### src/design/selective_repeat_sender_window_core_assert.svh
// Assertion macros shared by the sender window core.
// Expects clk and arst_n in the scope where a macro is used.
`ifndef SELECTIVE_REPEAT_SENDER_WINDOW_CORE_ASSERT_SVH
`define SELECTIVE_REPEAT_SENDER_WINDOW_CORE_ASSERT_SVH

// Consequent must hold in the same cycle as the antecedent.
`define SRSW_ASSERT_NOW(label, ante, cons, msg) \
	label: assert property (@(posedge clk) disable iff (!arst_n) (ante) |-> (cons)) \
		else $error(msg);

// Consequent must hold in the cycle after the antecedent.
`define SRSW_ASSERT_NEXT(label, ante, cons, msg) \
	label: assert property (@(posedge clk) disable iff (!arst_n) (ante) |=> (cons)) \
		else $error(msg);

`endif

### src/design/srsw_pkg.sv
// Types, codes and fixed widths of the selective-repeat sender window.
// No dependencies.
`timescale 1ns / 1ps
`default_nettype none
package srsw_pkg;
	localparam int MAX_CHUNKS = 4096;
	localparam int ID_W = 12;
	localparam int CNT_W = 13;
	localparam int SIZE_W = 17;
	localparam int OFF_W = 29;
	localparam int RET_W = 8;
	localparam int TIME_W = 32;
	localparam int NREP_W = 4;
	localparam int RESULT_CAP = 8;
	localparam int TIMEOUT_BASE = 5000;
	localparam int TIMEOUT_STEP = 100;
	localparam int MAX_SIZE = 65536;

	localparam logic [2:0] KIND_NONE = 3'd0;
	localparam logic [2:0] KIND_SEND = 3'd1;
	localparam logic [2:0] KIND_RETX = 3'd2;
	localparam logic [2:0] KIND_ACK = 3'd3;
	localparam logic [2:0] KIND_IGN = 3'd4;

	localparam logic [1:0] FUNC_SEND = 2'd0;
	localparam logic [1:0] FUNC_ACK = 2'd1;
	localparam logic [1:0] FUNC_SCAN = 2'd2;

	localparam logic [1:0] CFG_TOTAL = 2'd0;
	localparam logic [1:0] CFG_SIZE = 2'd1;
	localparam logic [1:0] CFG_FILE = 2'd2;
	localparam logic [1:0] CFG_CKPT = 2'd3;

	typedef struct packed {
		logic [1:0]  func;
		logic [11:0] ack_chunk;
		logic [31:0] now_ms;
	} in_item_t;

	typedef struct packed {
		logic [2:0]  kind;
		logic [11:0] chunk_num;
		logic [31:0] chunk_offset;
		logic [16:0] chunk_len;
		logic [7:0]  retries;
		logic [31:0] bytes_done;
		logic        checkpoint_due;
		logic        transfer_done;
		logic        last;
	} out_item_t;

	typedef struct packed {
		logic [ID_W-1:0]   id;
		logic [TIME_W-1:0] sent;
		logic [RET_W-1:0]  ret;
	} flight_t;

	typedef struct packed {
		logic [ID_W-1:0]  id;
		logic [RET_W-1:0] ret;
	} queue_t;

	typedef enum logic [4:0] {
		OP_NOP, OP_CLEAR, OP_CAPTURE, OP_RD_NEXT, OP_NEXT_INC, OP_PUSH_NEW, OP_POP,
		OP_RES_NONE, OP_RES_IGN, OP_RD_ACK, OP_MARK, OP_DIV_CK, OP_CK_SAVE, OP_DIV_FS,
		OP_ACK_UPD, OP_ACK_DROP, OP_KEEP, OP_REPORT, OP_FLT_END, OP_EMIT_MID, OP_EMIT_LAST
	} op_t;

	typedef enum logic [4:0] {
		ST_CLEAR, ST_IDLE, ST_DISPATCH, ST_SKIP_RD, ST_SKIP_CHK, ST_REFILL, ST_POP,
		ST_RES_NONE, ST_RES_IGN, ST_ACK_RD, ST_ACK_CHK, ST_ACK_MARK, ST_DIV_CK,
		ST_WAIT_CK, ST_CK_SAVE, ST_DIV_FS, ST_WAIT_FS, ST_ACK_UPD, ST_FLT_WALK,
		ST_SCAN, ST_FLT_END, ST_EMIT_MID, ST_EMIT_LAST
	} state_t;

	typedef struct packed {
		logic       clr_done;
		logic       out_free;
		logic       busy_full;
		logic       q_empty;
		logic       id_bad;
		logic       ram_bit;
		logic       next_end;
		logic       refill_more;
		logic       div_busy;
		logic       last_chunk;
		logic       walk_end;
		logic       find_hit;
		logic       scan_hit;
		logic       pend_v;
		logic [1:0] func;
	} status_t;
endpackage
`default_nettype wire

### src/design/srsw_ctrl.sv
// Controller state machine of the sender window; issues one datapath command a cycle.
// Depends on srsw_pkg.
`timescale 1ns / 1ps
`default_nettype none
module srsw_ctrl (
	input  wire logic              clk,
	input  wire logic              arst_n,
	input  wire logic              in_valid,
	input  wire srsw_pkg::status_t stat,
	output srsw_pkg::op_t          op,
	output logic                   in_ready
);
	srsw_pkg::state_t state_q;
	srsw_pkg::state_t state_nx;

	always_ff @(posedge clk or negedge arst_n) begin
		if (!arst_n) begin
			state_q <= srsw_pkg::ST_CLEAR;
		end else begin
			state_q <= state_nx;
		end
	end

	always_comb begin
		state_nx = state_q;
		case (state_q)
			srsw_pkg::ST_CLEAR: if (stat.clr_done) state_nx = srsw_pkg::ST_IDLE;
			srsw_pkg::ST_IDLE: if (in_valid) state_nx = srsw_pkg::ST_DISPATCH;
			srsw_pkg::ST_DISPATCH: begin
				case (stat.func)
					srsw_pkg::FUNC_SEND: begin
						if (stat.busy_full) begin
							state_nx = srsw_pkg::ST_RES_NONE;
						end else if (stat.q_empty) begin
							state_nx = srsw_pkg::ST_SKIP_RD;
						end else begin
							state_nx = srsw_pkg::ST_POP;
						end
					end
					srsw_pkg::FUNC_ACK: begin
						state_nx = stat.id_bad ? srsw_pkg::ST_RES_IGN : srsw_pkg::ST_ACK_RD;
					end
					srsw_pkg::FUNC_SCAN: state_nx = srsw_pkg::ST_SCAN;
					default: state_nx = srsw_pkg::ST_RES_NONE;
				endcase
			end
			srsw_pkg::ST_SKIP_RD: begin
				state_nx = stat.next_end ? srsw_pkg::ST_REFILL : srsw_pkg::ST_SKIP_CHK;
			end
			srsw_pkg::ST_SKIP_CHK: begin
				state_nx = stat.ram_bit ? srsw_pkg::ST_SKIP_RD : srsw_pkg::ST_REFILL;
			end
			srsw_pkg::ST_REFILL: begin
				if (!stat.refill_more) begin
					state_nx = stat.q_empty ? srsw_pkg::ST_RES_NONE : srsw_pkg::ST_POP;
				end
			end
			srsw_pkg::ST_POP: state_nx = srsw_pkg::ST_EMIT_LAST;
			srsw_pkg::ST_RES_NONE: state_nx = srsw_pkg::ST_EMIT_LAST;
			srsw_pkg::ST_RES_IGN: state_nx = srsw_pkg::ST_EMIT_LAST;
			srsw_pkg::ST_ACK_RD: state_nx = srsw_pkg::ST_ACK_CHK;
			srsw_pkg::ST_ACK_CHK: begin
				state_nx = stat.ram_bit ? srsw_pkg::ST_RES_IGN : srsw_pkg::ST_ACK_MARK;
			end
			srsw_pkg::ST_ACK_MARK: state_nx = srsw_pkg::ST_DIV_CK;
			srsw_pkg::ST_DIV_CK: state_nx = srsw_pkg::ST_WAIT_CK;
			srsw_pkg::ST_WAIT_CK: if (!stat.div_busy) state_nx = srsw_pkg::ST_CK_SAVE;
			srsw_pkg::ST_CK_SAVE: begin
				state_nx = stat.last_chunk ? srsw_pkg::ST_DIV_FS : srsw_pkg::ST_ACK_UPD;
			end
			srsw_pkg::ST_DIV_FS: state_nx = srsw_pkg::ST_WAIT_FS;
			srsw_pkg::ST_WAIT_FS: if (!stat.div_busy) state_nx = srsw_pkg::ST_ACK_UPD;
			srsw_pkg::ST_ACK_UPD: state_nx = srsw_pkg::ST_FLT_WALK;
			srsw_pkg::ST_FLT_WALK: if (stat.walk_end) state_nx = srsw_pkg::ST_FLT_END;
			srsw_pkg::ST_SCAN: begin
				if (stat.walk_end) begin
					state_nx = srsw_pkg::ST_FLT_END;
				end else if (stat.scan_hit && stat.pend_v) begin
					state_nx = srsw_pkg::ST_EMIT_MID;
				end
			end
			srsw_pkg::ST_FLT_END: begin
				if (stat.func == srsw_pkg::FUNC_SCAN && !stat.pend_v) begin
					state_nx = srsw_pkg::ST_RES_NONE;
				end else begin
					state_nx = srsw_pkg::ST_EMIT_LAST;
				end
			end
			srsw_pkg::ST_EMIT_MID: if (stat.out_free) state_nx = srsw_pkg::ST_SCAN;
			srsw_pkg::ST_EMIT_LAST: if (stat.out_free) state_nx = srsw_pkg::ST_IDLE;
			default: state_nx = srsw_pkg::ST_IDLE;
		endcase
	end

	always_comb begin
		op = srsw_pkg::OP_NOP;
		in_ready = 1'b0;
		case (state_q)
			srsw_pkg::ST_CLEAR: op = srsw_pkg::OP_CLEAR;
			srsw_pkg::ST_IDLE: begin
				in_ready = 1'b1;
				if (in_valid) op = srsw_pkg::OP_CAPTURE;
			end
			srsw_pkg::ST_SKIP_RD: op = srsw_pkg::OP_RD_NEXT;
			srsw_pkg::ST_SKIP_CHK: if (stat.ram_bit) op = srsw_pkg::OP_NEXT_INC;
			srsw_pkg::ST_REFILL: if (stat.refill_more) op = srsw_pkg::OP_PUSH_NEW;
			srsw_pkg::ST_POP: op = srsw_pkg::OP_POP;
			srsw_pkg::ST_RES_NONE: op = srsw_pkg::OP_RES_NONE;
			srsw_pkg::ST_RES_IGN: op = srsw_pkg::OP_RES_IGN;
			srsw_pkg::ST_ACK_RD: op = srsw_pkg::OP_RD_ACK;
			srsw_pkg::ST_ACK_MARK: op = srsw_pkg::OP_MARK;
			srsw_pkg::ST_DIV_CK: op = srsw_pkg::OP_DIV_CK;
			srsw_pkg::ST_CK_SAVE: op = srsw_pkg::OP_CK_SAVE;
			srsw_pkg::ST_DIV_FS: op = srsw_pkg::OP_DIV_FS;
			srsw_pkg::ST_ACK_UPD: op = srsw_pkg::OP_ACK_UPD;
			srsw_pkg::ST_FLT_WALK: begin
				if (!stat.walk_end) begin
					op = stat.find_hit ? srsw_pkg::OP_ACK_DROP : srsw_pkg::OP_KEEP;
				end
			end
			srsw_pkg::ST_SCAN: begin
				if (!stat.walk_end) begin
					if (!stat.scan_hit) begin
						op = srsw_pkg::OP_KEEP;
					end else if (!stat.pend_v) begin
						op = srsw_pkg::OP_REPORT;
					end
				end
			end
			srsw_pkg::ST_FLT_END: op = srsw_pkg::OP_FLT_END;
			srsw_pkg::ST_EMIT_MID: if (stat.out_free) op = srsw_pkg::OP_EMIT_MID;
			srsw_pkg::ST_EMIT_LAST: if (stat.out_free) op = srsw_pkg::OP_EMIT_LAST;
			default: op = srsw_pkg::OP_NOP;
		endcase
	end
endmodule
`default_nettype wire
### config.mk
export PLATFORM = sky130hd
export DESIGN_NAME = srsw_ctrl
export DESIGN_NICKNAME = d
export VERILOG_FILES = /design/src/design/selective_repeat_sender_window_core_assert.svh /design/src/design/srsw_pkg.sv /design/src/design/srsw_ctrl.sv
export SDC_FILE = /design/constraint.sdc
export NUM_CORES = 1
export LEC_CHECK = 0
export BUFFER_PORTS_ARGS = -buffer_cell sky130_fd_sc_hd__buf_2
export CELL_PAD_IN_SITES_DETAIL_PLACEMENT = 1
export CELL_PAD_IN_SITES_GLOBAL_PLACEMENT = 1
export CORE_ASPECT_RATIO = 0.6
export CORE_MARGIN = 8
export CORE_UTILIZATION = 34
export DETAILED_ROUTE_END_ITERATION = 12
export PLACE_DENSITY_LB_ADDON = 0.1
export SLEW_MARGIN = 40
export SYNTH_ARGS = -nofsm -noshare
export SYNTH_HDL_FRONTEND = slang
export SYNTH_SLANG_ARGS = --single-unit
### constraint.sdc
create_clock -name clk -period 1.75 [get_ports clk]
set_clock_uncertainty 0.1 [all_clocks]
set_input_delay 0.2625 -clock clk [delete_from_list [all_inputs] [get_ports clk]]
set_output_delay 0.2625 -clock clk [all_outputs]
set_load 0.05 [all_outputs]
==> flow_summary.toml <==
[status]
outcome = "finished with violations"
violations = "setup timing"

[sta]
clock.fmax_mhz = 428
rsz0062_at_grt = "true"
post-route-worst-setup-slack_ns = -0.586
setup_viol_count_final = 11
max_slew.worst_pin.slew_ns = 0.504
report.final.slew_viol_count = 0
holdWs_ns = 0.346
timing.slew.headroom = 0.663
share_of_the_clock_period_used_by_the_worst_path = 1.33
post-route-min-period_ns = 2.34
report.final.hold_viol_count = 0

[detailed_routing]
num_vias = 1842
drt_drc_violations_left = 0
wl_um = 8030
drt-pass1-iter-count = 5
detail_route.vias_per_cell = 6.92
antenna_left = 0
drt_iter0_drc = 162
wl_per_cell_um = 30.2

[critical_path]
crit_top_cell = "buf_6"
worstPathMaxFanout = 3
worst-endpoint-arrival_ns = 1.97
crit_slowest_cell = "dfrtp_2"
worstSetupStartpointType = "register"
critical_path.n_buffers_inverters = 2
cpLargestDelayFamily = "compound AO/OA/AOI/OAI gates"
crit_path_end_kind = "output pin"
timing.critical_path.slowest_cell_delay_ns = 0.45
path_class = "register to output pin"
cp.required_ns = 1.39
path_cells = "buf_6, nand2b_4, a22o_1, a32oi_2, o22a_1, o311ai_4, buf_6"

[global_routing]
use_met3 = 0.0666
maximum_number_of_pins_on_one_net_before_global_route_repair = 14
grt_antenna_before_repair = 1
met2_usage_grt = 0.450
grt_overflow = 0
gr-usage-met1 = 0.304
grt_pass1_wl_um = 10400
first_global_vias = 1838
grt_util_all_layers = 0.266
grt.busiest_layer = "met2"

[cts]
cts_made_buffers = 3
clk_latency_ns = 0.24
clock-root-buffer = "clkbuf_8"
cts.reportedPaths.clkPinSlew_ns = 0.05
cts.sink_count = 5
tritoncts = "built"
cts-root-to-sink-buffers = 2
htree_num_levels = 1

[floorplan]
floorplan.rows = 15
die_width_um = 86.7
fp.dieArea_mm2 = 0.00507
dieHeight_um = 58.4
initial_utilization = 0.356
design.core.area_mm2 = 0.00287
boundaryPins = 25

[yosys]
yosysWarnings = 0
avgSynthCellArea_um2 = 6.99
synth-edff-count = 0
yosys_register_bits = 5
async_flop_share = 1.00
gate_count_of_the_mapped_netlist = 146
synth_seq_area_share = 0.123
synth_top_flop_cell = "dfrtp_1"
post_syn_nets = 165
post_synth_instance_area_mm2 = 0.00102
synth.distinct_cells = 52

[final_layout]
fillers = 322
final_design_area_no_fill_mm2 = 0.00204
drive_above_1_share = 0.625
multi_input_area_mm2 = 0.00103
syn2layout_area_growth_pct = 99.5
reg.largest.list = "state_q (5)"
seq_area_um2 = 131
finalNonFillerCells = 266
register_ranked_first_by_flip_flop_count = "state_q"
final_net_count = 244
antennaDiodeCount = 0
most_frequent_standard_cell_in_the_layout_excluding_fill_and_tap_cells = "buf_4"
final_cell_mix = "39 x buf_4, 25 x buf_6, 18 x buf_2"
largest_reg_flops = 5

[placed_design]
placed_wire_length_estimate_after_detailed_placement_um = 3890
io_buffer_count = 24
placed_cell_area_mm2 = 0.00152
placement.setup.worst_slack_ns = -0.305
placed_cells = 242
place_congestion = 0.951

[pwr]
cellPowerDensity_mw_per_mm2 = 2410
vdd_ir_drop_max_mv = 1.35
leakage_nw = 0.882
post_layout_power_mw = 4.90

[run]
max-cap-violations = 0

[hold_path]
hold_path_class = "primary input to async pin"
-- kinds of logic (layout without fill, tap and decap cells) --
group,Yosys count,in the layout,share of synthesized area
multiplexers,5,5,0.0539
flip-flops,5,5,0.123
buffers and inverters,21,99,0.119
AO/OA/AOI/OAI,53,53,0.336
AND/OR/NAND/NOR,62,62,0.369
-- cell usage after synthesis (2+ instances only) --
| library cell | instances | area, um^2 |
|---|---|---|
| nor4_1 | 2 | 12.5 |
| o22a_1 | 3 | 26.3 |
| dfrtp_1 | 5 | 125 |
| inv_1 | 6 | 22.5 |
| nand2b_1 | 4 | 25.0 |
| mux2_1 | 3 | 33.8 |
| a21oi_1 | 12 | 60.1 |
| nand2_1 | 11 | 41.3 |
| buf_4 | 4 | 30.0 |
| nand4_1 | 3 | 18.8 |
| nor3_1 | 8 | 40.0 |
| o211ai_1 | 2 | 15.0 |
| inv_2 | 2 | 7.51 |
| buf_2 | 4 | 20.0 |
| a22oi_1 | 3 | 22.5 |
| clkbuf_1 | 2 | 7.51 |
| nand3_1 | 3 | 15.0 |
| o21a_1 | 2 | 15.0 |
| o22ai_1 | 3 | 18.8 |
| and4b_1 | 2 | 20.0 |
| nand3b_1 | 2 | 15.0 |
| o21ai_0 | 16 | 80.1 |
| nor2b_1 | 4 | 25.0 |
| nor2_1 | 8 | 30.0 |
| buf_6 | 3 | 33.8 |
| nor4b_1 | 2 | 17.5 |
| o31ai_1 | 2 | 15.0 |
-- power breakdown --
part | internal (mW) | switching (mW) | total [mW]
Sequential | 0.186 | 0.156 | 0.342
Clock | 0.159 | 0.0850 | 0.244
Combinational | 2.01 | 2.31 | 4.32
Total | 2.35 | 2.55 | 4.90
-- stage by stage --
stage,utilization,setup TNS (ns)
after global placement,0.529,-1.92
final,0.709,-4.66
after CTS,0.671,-3.01
after global routing,0.709,-4.57
after detailed placement,0.529,-2.53
after floorplan,-,-0.222
-- path summary, 6_finish.rpt --
check,endpoint,from,slack (ns),cells after the start
hold reg to reg,state_q[4]$_DFFE_PN0P_,state_q[4]$_DFFE_PN0P_,0.66,1
setup / recovery,op[0],state_q[2]$_DFFE_PN0P_,-0.59,7
min in group clk,state_q[3]$_DFFE_PN0P_,stat[1],0.38,3
hold / removal,state_q[2]$_DFFE_PN0P_,arst_n,0.35,2
setup reg to reg,state_q[1]$_DFFE_PN0P_,state_q[2]$_DFFE_PN0P_,-0.57,7
max in group asynchronous,state_q[1]$_DFFE_PN0P_,arst_n,1.03,2
-- metal layers --
metal,vias to the layer above,part of all wire
met3,76,0.12
met1,862,0.37
met2,188,0.43
li1,714,-
met5,-,0.0017
met4,2,0.078
-- area by class of cell --
cell class,instances,share of cell area
clock buffer,4,0.0221
inverter,8,0.0184
multi-input combinational,120,0.504
sequential,5,0.0645
tap,42,0.0258
timing repair buffer,87,0.365
-- worst register-to-register path, delay by kind of cell, from the launching register on --
kind | cells | cell delay [ns]
compound gates | 1 | 0.24
simple gates | 3 | 0.80
flops | 1 | 0.45
buf+inv | 2 | 0.28
mux | 1 | 0.33
-- repair_timing --
item,4_1_cts,5_1_grt
pin swaps,16,10
hold buffers,1,0
gates cloned,1,0
resized for setup,63,21
setup endpoints to repair,11,11
endpoints found under the hold margin,5,0
setup buffers,16,3
Note: power is estimated with default switching activity, not from simulation.
